### src/rtl/clmd_pkg.sv
// Shared types, character codes and status codes for the Content-Length deframer.
package clmd_pkg;

  typedef struct packed {
    logic [7:0] data_byte;
    logic       end_of_input;
  } in_item_t;

  typedef struct packed {
    logic [7:0] out_byte;
    logic [2:0] status;
    logic       last_byte;
  } out_item_t;

  localparam logic [2:0] ST_PAYLOAD    = 3'd0;
  localparam logic [2:0] ST_EMPTY      = 3'd1;
  localparam logic [2:0] ST_BAD_PREFIX = 3'd2;
  localparam logic [2:0] ST_BAD_SEP    = 3'd3;
  localparam logic [2:0] ST_EARLY_END  = 3'd4;
  localparam logic [2:0] ST_TOO_LONG   = 3'd5;

  localparam logic [7:0] CHAR_CR    = 8'h0D;
  localparam logic [7:0] CHAR_LF    = 8'h0A;
  localparam logic [7:0] CHAR_SPACE = 8'h20;
  localparam logic [7:0] CHAR_ZERO  = 8'h30;
  localparam logic [7:0] CHAR_NINE  = 8'h39;

  localparam int unsigned PREFIX_LEN  = 16;
  localparam int unsigned QUEUE_DEPTH = 2;

  // "Content-Length: "
  function automatic logic [7:0] prefix_char(input logic [3:0] idx);
    logic [7:0] c;
    case (idx)
      4'd0:  c = 8'h43; // C
      4'd1:  c = 8'h6F; // o
      4'd2:  c = 8'h6E; // n
      4'd3:  c = 8'h74; // t
      4'd4:  c = 8'h65; // e
      4'd5:  c = 8'h6E; // n
      4'd6:  c = 8'h74; // t
      4'd7:  c = 8'h2D; // -
      4'd8:  c = 8'h4C; // L
      4'd9:  c = 8'h65; // e
      4'd10: c = 8'h6E; // n
      4'd11: c = 8'h67; // g
      4'd12: c = 8'h74; // t
      4'd13: c = 8'h68; // h
      4'd14: c = 8'h3A; // :
      4'd15: c = 8'h20; // space
      default: c = 8'h00;
    endcase
    return c;
  endfunction

endpackage

### src/rtl/clmd_if.sv
// Valid/ready channel interfaces for the deframer input and result streams.
interface clmd_in_if;
  logic               valid;
  logic               ready;
  clmd_pkg::in_item_t data;

  modport source (output valid, output data, input ready);
  modport sink   (input valid, input data, output ready);
endinterface

interface clmd_out_if;
  logic                valid;
  logic                ready;
  clmd_pkg::out_item_t data;

  modport source (output valid, output data, input ready);
  modport sink   (input valid, input data, output ready);
endinterface

### src/rtl/content_length_message_deframer.sv
// Content-Length deframer: takes one stream byte per cycle while ready, emits payload bytes and status.
// Throughput: one input byte per clock, sustained, while results are taken each cycle.
// A result passes from the parser into the result queue and from the queue into the output
//   register before it is presented on the output channel.
// Input ready drops only when the two-entry result queue is full.
// Reset (asynchronous, active low) returns the parser to the header phase and empties
//   the queue and the output register; no clearing pass is needed.
module content_length_message_deframer #(
  parameter int unsigned LENGTH_BITS = 24
) (
  input  logic       clk_i,
  input  logic       rst_ni,
  clmd_in_if.sink    in_i,
  clmd_out_if.source out_o
);

  logic                in_fire;
  logic                res_valid;
  clmd_pkg::out_item_t res;
  logic                push;
  logic                q_full;
  logic                q_empty;
  logic                q_pop;
  clmd_pkg::out_item_t q_data;

  assign in_i.ready = !q_full;
  assign in_fire    = in_i.valid && in_i.ready;
  assign push       = res_valid;

  clmd_front #(
    .LENGTH_BITS (LENGTH_BITS)
  ) u_front (
    .clk_i       (clk_i),
    .rst_ni      (rst_ni),
    .fire_i      (in_fire),
    .item_i      (in_i.data),
    .res_valid_o (res_valid),
    .res_o       (res)
  );

  clmd_fifo u_fifo (
    .clk_i       (clk_i),
    .rst_ni      (rst_ni),
    .push_i      (push),
    .push_data_i (res),
    .full_o      (q_full),
    .pop_i       (q_pop),
    .empty_o     (q_empty),
    .pop_data_o  (q_data)
  );

  clmd_back u_back (
    .clk_i   (clk_i),
    .rst_ni  (rst_ni),
    .empty_i (q_empty),
    .data_i  (q_data),
    .pop_o   (q_pop),
    .out_o   (out_o)
  );

  a_eoi_result: assert property (@(posedge clk_i) disable iff (!rst_ni)
    (in_fire && in_i.data.end_of_input) |->
      (push && (res.status == clmd_pkg::ST_EARLY_END)))
    else $error("end of input transfer without early end result");

  a_non_payload_clean: assert property (@(posedge clk_i) disable iff (!rst_ni)
    (out_o.valid && (out_o.data.status != clmd_pkg::ST_PAYLOAD)) |->
      ((out_o.data.out_byte == 8'h00) && !out_o.data.last_byte))
    else $error("status result carries byte or last flag");

endmodule

### src/rtl/clmd_front.sv
// Header parser and framing state machine: one input byte per transfer, zero or one result.
module clmd_front #(
  parameter int unsigned LENGTH_BITS = 24
) (
  input  logic                clk_i,
  input  logic                rst_ni,
  input  logic                fire_i,
  input  clmd_pkg::in_item_t  item_i,
  output logic                res_valid_o,
  output clmd_pkg::out_item_t res_o
);

  localparam logic [1:0] PH_HEADER  = 2'd0;
  localparam logic [1:0] PH_SEP_CR  = 2'd1;
  localparam logic [1:0] PH_SEP_LF  = 2'd2;
  localparam logic [1:0] PH_PAYLOAD = 2'd3;
  localparam int unsigned PROD_W    = LENGTH_BITS + 4;

  logic [1:0]             phase_q, phase_d;
  logic                   seen_cr_q, seen_cr_d;
  logic [4:0]             hdr_pos_q, hdr_pos_d;
  logic                   mismatch_q, mismatch_d;
  logic                   num_ended_q, num_ended_d;
  logic                   num_started_q, num_started_d;
  logic                   overflow_q, overflow_d;
  logic [LENGTH_BITS-1:0] length_q, length_d;
  logic [LENGTH_BITS-1:0] remain_q, remain_d;

  logic [7:0]        b;
  logic              is_digit;
  logic              restart;
  logic [PROD_W-1:0] len_ext;
  logic [PROD_W-1:0] next_len;

  assign b        = item_i.data_byte;
  assign is_digit = (b >= clmd_pkg::CHAR_ZERO) && (b <= clmd_pkg::CHAR_NINE);
  assign len_ext  = {4'b0000, length_q};
  // length * 10 + digit; the low nibble of an ASCII digit is its value
  assign next_len = (len_ext << 3) + (len_ext << 1) + {{(PROD_W-4){1'b0}}, b[3:0]};

  always_comb begin
    phase_d       = phase_q;
    seen_cr_d     = seen_cr_q;
    hdr_pos_d     = hdr_pos_q;
    mismatch_d    = mismatch_q;
    num_ended_d   = num_ended_q;
    num_started_d = num_started_q;
    overflow_d    = overflow_q;
    length_d      = length_q;
    remain_d      = remain_q;
    restart       = 1'b0;
    res_valid_o   = 1'b0;
    res_o         = '0;

    if (fire_i) begin
      if (item_i.end_of_input) begin
        restart      = 1'b1;
        res_valid_o  = 1'b1;
        res_o.status = clmd_pkg::ST_EARLY_END;
      end else begin
        case (phase_q)
          PH_HEADER: begin
            if (seen_cr_q && (b == clmd_pkg::CHAR_LF)) begin
              if (mismatch_q || !hdr_pos_q[4]) begin
                restart      = 1'b1;
                res_valid_o  = 1'b1;
                res_o.status = clmd_pkg::ST_BAD_PREFIX;
              end else if (overflow_q) begin
                restart      = 1'b1;
                res_valid_o  = 1'b1;
                res_o.status = clmd_pkg::ST_TOO_LONG;
              end else begin
                phase_d = PH_SEP_CR;
              end
            end else begin
              if (b == clmd_pkg::CHAR_CR) begin
                seen_cr_d = 1'b1;
              end
              if (!hdr_pos_q[4]) begin
                if (b != clmd_pkg::prefix_char(hdr_pos_q[3:0])) begin
                  mismatch_d = 1'b1;
                end
                hdr_pos_d = hdr_pos_q + 5'd1;
              end else if (!num_ended_q) begin
                if (is_digit) begin
                  num_started_d = 1'b1;
                  if (!overflow_q) begin
                    if (next_len[PROD_W-1:LENGTH_BITS] != 4'b0000) begin
                      overflow_d = 1'b1;
                    end else begin
                      length_d = next_len[LENGTH_BITS-1:0];
                    end
                  end
                end else if (!((b == clmd_pkg::CHAR_SPACE) && !num_started_q)) begin
                  num_ended_d = 1'b1;
                end
              end
            end
          end
          PH_SEP_CR: begin
            if (b == clmd_pkg::CHAR_CR) begin
              phase_d = PH_SEP_LF;
            end else begin
              restart      = 1'b1;
              res_valid_o  = 1'b1;
              res_o.status = clmd_pkg::ST_BAD_SEP;
            end
          end
          PH_SEP_LF: begin
            if (b != clmd_pkg::CHAR_LF) begin
              restart      = 1'b1;
              res_valid_o  = 1'b1;
              res_o.status = clmd_pkg::ST_BAD_SEP;
            end else if (length_q == '0) begin
              restart      = 1'b1;
              res_valid_o  = 1'b1;
              res_o.status = clmd_pkg::ST_EMPTY;
            end else begin
              remain_d = length_q;
              phase_d  = PH_PAYLOAD;
            end
          end
          PH_PAYLOAD: begin
            res_valid_o    = 1'b1;
            res_o.out_byte = b;
            res_o.status   = clmd_pkg::ST_PAYLOAD;
            if (remain_q <= LENGTH_BITS'(1)) begin
              restart         = 1'b1;
              res_o.last_byte = 1'b1;
            end else begin
              remain_d = remain_q - LENGTH_BITS'(1);
            end
          end
          default: begin
            restart = 1'b1;
          end
        endcase
      end
    end

    if (restart) begin
      phase_d       = PH_HEADER;
      seen_cr_d     = 1'b0;
      hdr_pos_d     = '0;
      mismatch_d    = 1'b0;
      num_ended_d   = 1'b0;
      num_started_d = 1'b0;
      overflow_d    = 1'b0;
      length_d      = '0;
      remain_d      = '0;
    end
  end

  always_ff @(posedge clk_i or negedge rst_ni) begin
    if (!rst_ni) begin
      phase_q       <= PH_HEADER;
      seen_cr_q     <= 1'b0;
      hdr_pos_q     <= '0;
      mismatch_q    <= 1'b0;
      num_ended_q   <= 1'b0;
      num_started_q <= 1'b0;
      overflow_q    <= 1'b0;
      length_q      <= '0;
      remain_q      <= '0;
    end else begin
      phase_q       <= phase_d;
      seen_cr_q     <= seen_cr_d;
      hdr_pos_q     <= hdr_pos_d;
      mismatch_q    <= mismatch_d;
      num_ended_q   <= num_ended_d;
      num_started_q <= num_started_d;
      overflow_q    <= overflow_d;
      length_q      <= length_d;
      remain_q      <= remain_d;
    end
  end

  // Prefix position saturates at the prefix length
  a_pos_sat: assert property (@(posedge clk_i) disable iff (!rst_ni)
    hdr_pos_q <= 5'(clmd_pkg::PREFIX_LEN))
    else $error("header position past prefix length");

  // Payload phase always carries a nonzero byte count
  a_payload_count: assert property (@(posedge clk_i) disable iff (!rst_ni)
    (phase_q == PH_PAYLOAD) |-> (remain_q != '0))
    else $error("payload phase with zero bytes remaining");

endmodule

### src/rtl/clmd_fifo.sv
// Small result queue between the parser and the output stage.
module clmd_fifo (
  input  logic                clk_i,
  input  logic                rst_ni,
  input  logic                push_i,
  input  clmd_pkg::out_item_t push_data_i,
  output logic                full_o,
  input  logic                pop_i,
  output logic                empty_o,
  output clmd_pkg::out_item_t pop_data_o
);

  localparam int unsigned PTR_W = (clmd_pkg::QUEUE_DEPTH > 1) ?
                                  $clog2(clmd_pkg::QUEUE_DEPTH) : 1;
  localparam logic [PTR_W-1:0] LAST_PTR = PTR_W'(clmd_pkg::QUEUE_DEPTH - 1);
  localparam logic [PTR_W:0]   DEPTH_CNT = (PTR_W+1)'(clmd_pkg::QUEUE_DEPTH);

  clmd_pkg::out_item_t entry_q [clmd_pkg::QUEUE_DEPTH];
  logic [PTR_W-1:0]    wr_ptr_q, wr_ptr_d;
  logic [PTR_W-1:0]    rd_ptr_q, rd_ptr_d;
  logic [PTR_W:0]      count_q, count_d;

  assign full_o     = (count_q == DEPTH_CNT);
  assign empty_o    = (count_q == '0);
  assign pop_data_o = entry_q[rd_ptr_q];

  always_comb begin
    wr_ptr_d = wr_ptr_q;
    rd_ptr_d = rd_ptr_q;
    count_d  = count_q;
    if (push_i) begin
      wr_ptr_d = (wr_ptr_q == LAST_PTR) ? '0 : wr_ptr_q + PTR_W'(1);
    end
    if (pop_i) begin
      rd_ptr_d = (rd_ptr_q == LAST_PTR) ? '0 : rd_ptr_q + PTR_W'(1);
    end
    case ({push_i, pop_i})
      2'b10:   count_d = count_q + (PTR_W+1)'(1);
      2'b01:   count_d = count_q - (PTR_W+1)'(1);
      default: count_d = count_q;
    endcase
  end

  always_ff @(posedge clk_i) begin
    if (push_i) begin
      entry_q[wr_ptr_q] <= push_data_i;
    end
  end

  always_ff @(posedge clk_i or negedge rst_ni) begin
    if (!rst_ni) begin
      wr_ptr_q <= '0;
      rd_ptr_q <= '0;
      count_q  <= '0;
    end else begin
      wr_ptr_q <= wr_ptr_d;
      rd_ptr_q <= rd_ptr_d;
      count_q  <= count_d;
    end
  end

  a_no_overflow: assert property (@(posedge clk_i) disable iff (!rst_ni)
    full_o |-> !push_i)
    else $error("push into full result queue");

  a_no_underflow: assert property (@(posedge clk_i) disable iff (!rst_ni)
    empty_o |-> !pop_i)
    else $error("pop from empty result queue");

endmodule

### src/rtl/clmd_back.sv
// Output register stage: drains the result queue onto the output channel.
module clmd_back (
  input  logic                clk_i,
  input  logic                rst_ni,
  input  logic                empty_i,
  input  clmd_pkg::out_item_t data_i,
  output logic                pop_o,
  clmd_out_if.source          out_o
);

  logic                out_valid_q, out_valid_d;
  clmd_pkg::out_item_t out_data_q;
  logic                load;

  assign load        = !out_valid_q || out_o.ready;
  assign pop_o       = load && !empty_i;
  assign out_valid_d = load ? !empty_i : out_valid_q;

  assign out_o.valid = out_valid_q;
  assign out_o.data  = out_data_q;

  always_ff @(posedge clk_i) begin
    if (pop_o) begin
      out_data_q <= data_i;
    end
  end

  always_ff @(posedge clk_i or negedge rst_ni) begin
    if (!rst_ni) begin
      out_valid_q <= 1'b0;
    end else begin
      out_valid_q <= out_valid_d;
    end
  end

endmodule
### src/flat_wrapper.sv
// flat-port wrapper written by rule: the top's interface ports become plain ports
module content_length_message_deframer_flat 
#(
  parameter int unsigned LENGTH_BITS = 24
)
  (clk_i, rst_ni, in_i_valid, in_i_data, in_i_ready, out_o_valid, out_o_data, out_o_ready);
  clmd_in_if in_i_i ();
  clmd_out_if out_o_i ();
  input  logic clk_i;
  input  logic rst_ni;
  input wire logic [$bits(in_i_i.valid)-1:0] in_i_valid;
  input wire logic [$bits(in_i_i.data)-1:0] in_i_data;
  output wire logic [$bits(in_i_i.ready)-1:0] in_i_ready;
  output wire logic [$bits(out_o_i.valid)-1:0] out_o_valid;
  output wire logic [$bits(out_o_i.data)-1:0] out_o_data;
  input wire logic [$bits(out_o_i.ready)-1:0] out_o_ready;
  assign in_i_i.valid = in_i_valid;
  assign in_i_i.data = in_i_data;
  assign in_i_ready = in_i_i.ready;
  assign out_o_valid = out_o_i.valid;
  assign out_o_data = out_o_i.data;
  assign out_o_i.ready = out_o_ready;
  content_length_message_deframer #(.LENGTH_BITS(LENGTH_BITS)) u_core (.clk_i(clk_i), .rst_ni(rst_ni), .in_i(in_i_i), .out_o(out_o_i));
endmodule
### config.mk
export PLATFORM = sky130hd
export DESIGN_NAME = content_length_message_deframer_flat
export DESIGN_NICKNAME = d
export VERILOG_FILES = /design/src/rtl/clmd_pkg.sv /design/src/rtl/clmd_if.sv /design/src/rtl/content_length_message_deframer.sv /design/src/rtl/clmd_front.sv /design/src/rtl/clmd_fifo.sv /design/src/rtl/clmd_back.sv /design/src/flat_wrapper.sv
export SDC_FILE = /design/constraint.sdc
export NUM_CORES = 1
export LEC_CHECK = 0
export ABC_AREA = 1
export BUFFER_PORTS_ARGS = -buffer_cell sky130_fd_sc_hd__buf_4
export CAP_MARGIN = 20
export CORE_ASPECT_RATIO = 2
export CORE_MARGIN = 4
export CORE_UTILIZATION = 35
export CTS_CLUSTER_SIZE = 8
export DETAILED_ROUTE_END_ITERATION = 8
export PLACE_DENSITY = 0.6
export RECOVER_POWER = 50
export SYNTH_ARGS = -nofsm -noshare
export SYNTH_HDL_FRONTEND = slang
export SYNTH_HIERARCHICAL = 1
export SYNTH_SLANG_ARGS = --single-unit
### constraint.sdc
create_clock -name clk_i -period 6.41 [get_ports clk_i]
set_input_delay 0.9615 -clock clk_i [delete_from_list [all_inputs] [get_ports clk_i]]
set_output_delay 0.9615 -clock clk_i [all_outputs]
set_load 0.01 [all_outputs]
### Word level (Yosys, flattened, before mapping)

Memory sizes are Yosys's and may differ from the RTL's. A register that Yosys moved wholly into a read port is not among the register bits.
Index checks and enable logic that the tools add are counted.

| word-level totals | value |
|---|---|
| logic and storage cells | 194 |
| bits in writable memories | 24 |
| register bits | 65 |
| memory bits (read-only) | 112 |
| memories | 2 |
| input bits | 13 |

| cells by class | value |
|---|---|
| multiplexer cells | 109 |
| equal/unequal tests | 24 |
| reduce and logical (&&, ||, !) cells | 34 |
| order comparisons | 3 |
| add/sub/neg operators | 8 |

Memory list:

| memory | words | width | read ports | clocked after Yosys merged registers in | wr ports | line | text |
|---|---|---|---|---|---|---|---|
| (no name shown) | 16 | 7 | 1 | 0 | 0 | clmd_pkg.sv:34 | `case (idx)` |
| u_core.u_fifo.entry_q | 2 | 12 | 1 | 1 | 1 | clmd_fifo.sv:18 | `clmd_pkg::out_item_t entry_q [clmd_pkg::QUEUE_DEPTH];` |

Operators with widths:

| cell | count |
|---|---|
| 24-bit two-way mux | 16 |
| 1-bit two-way mux | 58 |
| 8-bit two-way mux | 7 |
| 24-bit one-hot mux with 2 select lines | 1 |
| 5-bit two-way mux | 6 |
| 27-bit by 25-bit adder with 28-bit output | 1 |
| 28-bit by 4-bit adder with 28-bit output | 1 |
| 24-bit by 1-bit less-or-equal comparator with 1-bit output, second input constant | 1 |
| 24-bit zero test | 1 |
| 24-bit by 1-bit subtractor with 24-bit output, second input constant | 1 |
| 2-bit two-way mux | 11 |
| 3-bit != test, second input constant | 7 |
| 9-bit AND reduction | 2 |
| 8-bit by 4-bit equality test with 1-bit output, second input constant | 2 |
| 5-bit AND reduction | 3 |
| 2-bit nonzero test | 7 |
| 12-bit two-way mux | 1 |
| 3-bit two-way mux | 4 |
| 3-bit one-hot mux with 4 select lines | 1 |
| 6-bit AND reduction | 2 |
| 2-bit equality test, second input constant | 4 |
| 8-bit by 6-bit equality test with 1-bit output, second input constant | 1 |
| 8-bit by 6-bit greater-or-equal comparator with 1-bit output, second input constant | 1 |
| 8-bit by 6-bit less-or-equal comparator with 1-bit output, second input constant | 1 |
| other kinds (20) | 38 |

### Longest topological paths before layout

Gate-level depths: netlist of run 1.

| logic depth | value |
|---|---|
| depth in word-level cells | 14 |
| depth in mapped cells | 19 |
| depth with buffers taken out | 19 |

### Hierarchy

The synthesis of run 1 kept the hierarchy.

Modules (own cells, without submodules):

| module | area each (um2) | times used | cells an instance | sequential area each (um2) |
|---|---|---|---|---|
| clmd_front | 6115.9 | 1 | 931 | 1501.4 |
| clmd_fifo | 1099.8 | 1 | 86 | 820.8 |
| clmd_back | 405.4 | 1 | 17 | 385.4 |
| content_length_message_deframer | 13.8 | 1 | 3 | 0.0 |

### Worst setup path before layout of run 1

OpenSTA, ideal clock, no wires.

| timing | value |
|---|---|
| kind | input -> register |
| from | input in_i_data[4] |
| to | register u_core.u_front.length_q[0] |
| slack | 3.018 ns |
| stages on the path | 19 |
| data arrival time | 3.275 ns |
| data required time | 6.293 ns |
| setup time | 0.117 ns |
| cells stage by stage | inv_1 -> fa_1 -> inv_1 -> fa_1 -> nand3_1 -> nand2_1 -> nand2_1 -> nand2_1 -> nand2_1 -> nand3_1 -> nand2_1 -> nand2_1 -> nor2_1 -> nand2_1 -> nor2_1 -> nand2_4 -> buf_8 -> nand3_2 -> nand2_1 |

| on the way | value |
|---|---|
| word-level cells in the longest chain between the ends | 8 |
| elaborated cells on any way between the ends | 26 |
| classes of those cells | 1 x add/sub; 2 x order compare; 8 x eq/ne; 7 x mux; 8 x reduce/logical |

Ends and longest elaborated chain:

| what | line | text |
|---|---|---|
| start, declared | flat_wrapper.sv:12 | `input wire logic [$bits(in_i_i.data)-1:0] in_i_data;` |
| parallel branches: the longest is 8 deep, another holds 28-bit by 4-bit adder with 28-bit output | -- |  |
| end signal, assigned | clmd_front.sv:173 | `length_q <= length_d;` |
| end, declared | clmd_front.sv:26 | `logic [LENGTH_BITS-1:0] length_q, length_d;` |

Several ways; the timed one is not identified.
A chain may end at the register's enable or synchronous reset.

==> impl_results.md, run 1 <==
- Vias in the first global route: 6929
- Worst path max stage delay: 2.50 ns
- Synth unique cells: 50
- Mean area per synthesized cell: 7.36 um^2
- Reg-to-reg endpoint: u_core/u_front/length_q[10]
- CP Cell Sequence: clkbuf_1
- Final WL: 21100 um
- Fmax: 256 MHz
- Critical Path End Type: async pin
- Synth Area in Adders: 0.104
- Worst reg-to-reg setup slack: 2.89 ns
- WP buf/inv: 1
- Share of layout cells above drive strength 1: 0.0719
- Starting Density: 0.355
- Failing checks: capacitance limit, slew limit
- Crit Path Max Fanout: 65
- Yosys top cell area share: 0.213
- Crit path time final: 3.90 ns
- PwrDens: 244 mW/mm^2
- Via count: 6796
- Post-DP HPWL: 16900 um
- Outcome: finished, violations left
- First-pass GRT wire length: 34100 um
- Synth cell count leaders: 257 x nand2_1, 165 x inv_1, 108 x nor2_1, 80 x nand3_1, 65 x dfrtp_1
- Num CTS Buffers: 9
- Core area: 0.0215 mm^2
- GRT Total Usage: 0.175
- Fin cells: 1330
- Hold path cells: 1
- Clock skew: 0.00828 ns
- Largest family of logic cells by synthesized area: simple AND/OR/NAND/NOR gates
- Syn_nets: 1112
- Synth area leaders: dfrtp_1 21%, edfxtp_1 14%, nand2_1 13%
- Largest net degree at the start of global routing: 69
- Most frequent cell after synthesis: nand2_1
- DP Cell Count: 1313
- Post-Synth Simple-Gate Area: 0.301
- Port Buf Inserts: 26
- Post-CTS Hold Buffers: 0
- 1st-iter DRT viols: 318
- WP data arrival: 3.53 ns
- Crit path kind: primary input to async pin
- Hold Path End: u_core/u_fifo/wr_ptr_q
- CTS Root Cell: clkbuf_16
- Slew headroom: -1.41
- Mapped cell area: 0.00763 mm^2
- Seq/Total Area, Yosys: 0.355
- RSZ-0062 raised after global routing: false
- Avg Vias per Cell: 5.11
- Reg2reg path depth: 17
- Max Cap Viol: 1
- Insertion delay to the later sink of the worst-skew pair: 0.35 ns
- Clock sink count: 101
- CTS HTree Levels: 3
- Worst vdd ir: 0.219 mV
- Clk slew on worst S/H paths: 0.07 ns
- Post-synth top area cell: dfrtp_1
- CP Launch Type: primary input
- Final setup violation count: 0
- Hold Fails Final Rpt: 0
- CTS tree: yes
- Die area: 0.0244 mm^2
- Initial DRT Pass Iterations: 5
- Die Span Y: 217 um
- Required time of the critical path: 6.04 ns
- Post-Syn Instances: 1037
- Synth Register Bits: 101
- DR DRC count: 0
- Max Transition Viols Final: 66
- Post_cts resized: 0
- Top_reg_cell synth: dfrtp_1
- Synth Area in XOR/XNOR: 0.0275
- Routed len/inst: 15.8 um
- Crit path max-delay family: buffers and inverters
- Min-delay worst type: flip-flop to flip-flop
- EDFF count, synth: 36
- Final net count: 1127
- CTS Buffer Depth: 2
- Slowest CP cell: clkbuf_1
- I/O Pins: 27
- Post-synthesis mux area share: 0
- LEAKAGE: 4.37 nW
- Gpl congestion: 0.890
- Least-Margin Pin Slew: 3.62 ns
- Final Cycle Share: 0.609
- Postcts setup bufs: 0
- Fillcell total: 2267
- Antenna viol nets, final: 0
- Die width: 112 um
- Initial antenna violation count: 0
- Area grow syn2layout: 8.55%
- Antenna fix cells: 0
- Row count: 76
- Hold path startpoint: u_core/u_fifo/wr_ptr_q
- Yosys warns: 6
- Asr flop ratio synth: 0.644
- TNS Setup: 0 ns
- Grt total ovfl: 0
- Compound-Gate Fraction of Synth Area: 0.107
- FF-to-FF Start: u_core/u_front/length_q[2]
[metrics by stage]
stage	worst slack (ns)	utilization	total power [mW]	cell area (um^2)	hold WS, ns
6_report	2.51	0.386	2.02	8290	0.497
2_1_floorplan	3.02	-	1.28	7630	0.463
3_5_place_dp	2.37	0.373	1.46	8010	0.494
3_3_place_gp	2.46	0.373	1.44	8010	0.488
5_1_grt	1.59	0.386	2.14	8290	0.522
4_1_cts	2.74	0.389	2.07	8350	0.507
[sequential cells by signal, indices dropped and copies added (netlist names)]
signal                        flops
u_core/u_back/out_o.valid         1
u_core/u_front/seen_cr_q          1
u_core/u_front/overflow_q         1
u_core/u_front/phase_q            2
u_core/u_front/remain_q          24
u_core/u_fifo/entry_q            24
u_core/u_front/num_ended_q        1
u_core/u_fifo/wr_ptr_q            1
u_core/u_back/out_o.data         12
u_core/u_front/hdr_pos_q          5
u_core/u_front/length_q          24
u_core/u_front/mismatch_q         1
u_core/u_front/num_started_q      1
u_core/u_fifo/count_q             2
u_core/u_fifo/rd_ptr_q            1
[worst register-to-register path: stages, from the launching register on]
cell and delay, ns:
dfrtp_1 0.52, inv_1 0.17, fa_1 0.50, inv_1 0.07
fa_1 0.46, nand3_1 0.11, nand2_1 0.12, nand2_1 0.08
nand2_1 0.10, nand2_1 0.10, nand3_1 0.07, nand2_1 0.07
nand2_1 0.05, nor2_1 0.16, nand3_2 0.13, nor2_4 0.50
nand3_1 0.14, nand2_1 0.10
[how the worst max path moves through the flow]
stage	start	to	depth (start not counted)	slack, ns
CTS	in_i_data[4]	u_core/u_front/length_q[18]	18	2.74
finish	rst_ni	u_core/u_front/hdr_pos_q[4]	1	2.51
detailed placement	in_i_data[4]	u_core/u_front/length_q[18]	18	2.37
global placement	in_i_data[4]	u_core/u_front/length_q[12]	18	2.46
global route	rst_ni	u_core/u_fifo/count_q[1]	1	1.59
floorplan	in_i_data[4]	u_core/u_front/length_q[0]	19	3.02
[cell usage in the layout, fill, tap and decap left out, types with 12 or more instances in the layout]
cell type  count
nand2_1      257
inv_1        165
nor2_1       110
nand3_1       80
dfrtp_1       65
o21ai_0       60
ha_1          60
a21oi_1       42
edfxtp_1      36
clkbuf_1      14
nand3_2       13
buf_4         12
xnor2_1       12
xor2_1        12
nand4_1       12
[report_power, final]
part | switching, mW | internal [mW]
logic | 0.353 | 0.174
registers | 0.0878 | 0.792
clock network | 0.253 | 0.360
[area by class of cell]
cell class,count,area (um^2),area share
inverter,170,641,0.0773
multi-input combinational,742,4100,0.495
sequential,101,2710,0.327
timing repair buffer,28,158,0.0190
tap,273,342,0.0412
clock buffer,10,239,0.0288
clock inverter,6,103,0.0124
[per-layer routing]
layer  vias to the layer above  GRT usage  wire length (um)
met1                      3204      0.154              6990
met2                       130      0.359             12100
li1                       3396          -                 -
met3                        66     0.0150               455
met4                         0      0.118              1550
met5                         -          0                 0
[cells by family (layout without fill, tap and decap cells)]
| logic type | after synthesis | in the layout |
|---|---|---|
| buffers and inverters | 194 | 214 |
| AOI/OAI and AO/OA | 141 | 141 |
| xor gates and xnor gates | 24 | 24 |
| adders and majority gates | 62 | 62 |
| and+or+nand+nor | 515 | 515 |
| DFF | 101 | 101 |
Power figures use the tool's default switching activity.
==> run 2: changes to the inputs <==
PLACE_DENSITY = 0.62   (was 0.6)
clock period = 3.4 ns   (was 6.41 ns; I/O delays follow)
==> impl_results.md, run 2 (synthesis gave the netlist of run 1 again) <==
- WP data arrival: 3.33 ns (-0.20 ns)
- Outcome: finished, violations left
- GRT Total Usage: 0.174 (-0.00167)
- Final setup violation count: 0 (unchanged)
- Post-CTS Hold Buffers: 0 (unchanged)
- Hold Fails Final Rpt: 0 (unchanged)
- Critical Path End Type: flip-flop
- Postcts setup bufs: 0 (unchanged)
- Starting Density: 0.355 (unchanged)
- CP most frequent cell: nand2_1
- Insertion delay to the later sink of the worst-skew pair: 0.36 ns (about the same)
- Avg Vias per Cell: 4.96 (-3.0%)
- LEAKAGE: 4.44 nW (+1.7%)
- Clk slew on worst S/H paths: 0.07 ns (about the same)
- Crit path kind: flip-flop to flip-flop
- Clock network power share: 0.275 (-0.029)
- Initial antenna violation count: 0 (unchanged)
- Min-delay worst type: primary input to flip-flop
- CTS HTree Levels: 3 (unchanged)
- Row count: 76 (unchanged)
- Routed len/inst: 15.4 um (-2.7%)
- Top Registers: u_core/u_fifo/entry_q (24), u_core/u_front/length_q (24), u_core/u_front/remain_q (24)
- 1st-iter DRT viols: 338 (+6.3%)
- Share of layout cells above drive strength 1: 0.0873 (+0.0154)
- Max Transition Viols Final: 66 (unchanged)
- CTS Root Cell: clkbuf_16
- Core area: 0.0215 mm^2 (unchanged)
- PwrDens: 438 mW/mm^2 (+80%)
- Port Buf Inserts: 26 (unchanged)
- DP Cell Count: 1334 (+1.6%)
- Final net count: 1147 (+1.8%)
- Vias in the first global route: 6731 (-2.9%)
- CTS tree: yes
- Worst vdd ir: 0.327 mV (+49%)
- WP buf/inv: 0 (-1)
- Internal power: 2.35 mW (+77%)
- CP Cell Sequence: ha_1 -> ha_1 -> nand2_1 -> nand2_1 -> nand2_1 -> nand2_1 -> a21oi_1 -> nand3_1 -> nand2_1 -> nand2_1 -> nor2_1 -> nand2_1 -> nor2_1 -> nand2_4 -> nand3_1 -> nand2_1
- Die width: 112 um (unchanged)
- Grt total ovfl: 0 (unchanged)
- Sw Share: 0.361 (+0.0173)
- Post-DP HPWL: 16900 um (-0.25%)
- Post_cts resized: 0 (unchanged)
- Area grow syn2layout: 9.96%
- Crit path max-delay family: simple AND/OR/NAND/NOR gates
- TNS Setup: 0 ns (unchanged)
- Slew headroom: -0.143 (+1.27)
- Fin cells: 1350 (+1.5%)
- Max Cap Viol: 1 (unchanged)
- Post-layout util: 0.391 (+0.00501)
- I/O Pins: 27 (unchanged)
- Fmax: 324 MHz
- First-pass GRT wire length: 33500 um (-2.0%)
- Initial DRT Pass Iterations: 5 (unchanged)
- Gpl congestion: 0.937 (+5.2%)
- Antenna viol nets, final: 0 (unchanged)
- CTS Buffer Depth: 2 (unchanged)
- Required time of the critical path: 3.65 ns (-2.39 ns)
- CP Launch Type: flip-flop
- Total net switching power: 1.33 mW (+91%)
- Commonest cells after routing, fill and taps aside: 257 x nand2_1, 165 x inv_1, 110 x nor2_1
- Final WL: 20800 um (-1.2%)
- RSZ-0062 raised after global routing: false
- Failing checks: capacitance limit, slew limit
- Die Span Y: 217 um (unchanged)
- Largest net degree at the start of global routing: 66 (-4.3%)
- Commonest non-fill, non-tap cell in the layout: nand2_1
- Worst path max stage delay: 0.45 ns (-2.05 ns)
- Antenna fix cells: 0 (unchanged)
- Via count: 6692 (-1.5%)
- Slowest CP cell: dfrtp_1
- Num CTS Buffers: 9 (unchanged)
- Comb pwr share: 0.278 (+0.017)
- Final Cycle Share: 0.907
- Crit Path Max Fanout: 24 (-63%)
- Clock skew: 0.0107 ns (+0.00241 ns)
- Reg power frac: 0.447 (+0.011)
- Crit path time final: 3.08 ns
- Clock sink count: 101 (unchanged)
- Die area: 0.0244 mm^2 (unchanged)
- PnR Total Power: 3.68 mW (+82%)
- DR DRC count: 0 (unchanged)
- Least-Margin Pin Slew: 1.71 ns (-1.91 ns)
[run 2: cell types whose count changed in the layout (fill, tap and decap cells not counted), moves of 2 or more]
cell       delta
buf_4        +19
bufinv_16     -2
clkbuf_4      -2
inv_8         +2
[run 2: worst paths after layout]
| path | startpoint | to | slack, ns | depth (start not counted) |
|---|---|---|---|---|
| setup / recovery | u_core/u_front/length_q[20] | u_core/u_front/length_q[14] | 0.32 | 16 |
| hold / removal | out_o_ready | u_core/u_back/out_o.valid | 0.39 | 4 |
| setup reg to reg | u_core/u_front/length_q[20] | u_core/u_front/length_q[14] | 0.32 | 16 |
| hold reg to reg | u_core/u_fifo/count_q[1] | u_core/u_fifo/count_q[1] | 0.50 | 2 |
| max in group asynchronous | rst_ni | u_core/u_fifo/rd_ptr_q | 1.78 | 1 |
| min in group asynchronous | rst_ni | u_core/u_front/remain_q[21] | 0.56 | 1 |
[run 2: power by group through the flow]
stage	combinational, mW	clock, mW	sequential, mW
6_report	1.02	1.01	1.64
5_1_grt	1.18	1.08	1.67
4_1_cts	1.10	1.04	1.65
3_5_place_dp	1.10	0	1.67
3_3_place_gp	1.08	0	1.67
2_1_floorplan	0.774	0	1.65
[run 2: cell type report]
| type | instances | area, um^2 |
|---|---|---|
| Multi-Input combinational cell | 742 | 4100 |
| Inverter | 170 | 641 |
| Clock inverter | 7 | 67.6 |
| Clock buffer | 9 | 225 |
| Tap cell | 273 | 342 |
| Timing Repair Buffer | 48 | 314 |
| Sequential cell | 101 | 2710 |
| Fill cell | 2292 | 13100 |
[run 2: stage by stage]
| step | cell area (um^2) | setup slack, ns | hold WS [ns] |
|---|---|---|---|
| after floorplan | 7630 | 0.460 | 0.214 |
| after global placement | 8180 | 0.0902 | 0.484 |
| after detailed placement | 8180 | 0.0546 | 0.485 |
| after CTS | 8470 | 0.313 | 0.281 |
| after global routing | 8400 | 0.0135 | 0.433 |
| final | 8400 | 0.317 | 0.392 |
[run 2: routing by layer]
| metal | vias up | GRT usage | share of wire |
|---|---|---|---|
| li1 | 3425 | - | - |
| met1 | 3126 | 0.154 | 0.34 |
| met2 | 103 | 0.370 | 0.60 |
| met3 | 38 | 0.0161 | 0.020 |
| met4 | 0 | 0.0814 | 0.040 |
| met5 | - | 0 | 0 |
[run 2: worst register-to-register path: cells and delay by family (launching register included)]
kind	cells	cell delay [ns]
AOI/OAI and AO/OA	1	0.42
DFF	1	0.45
and+or+nand+nor	13	1.40
adders and majority gates	2	0.71
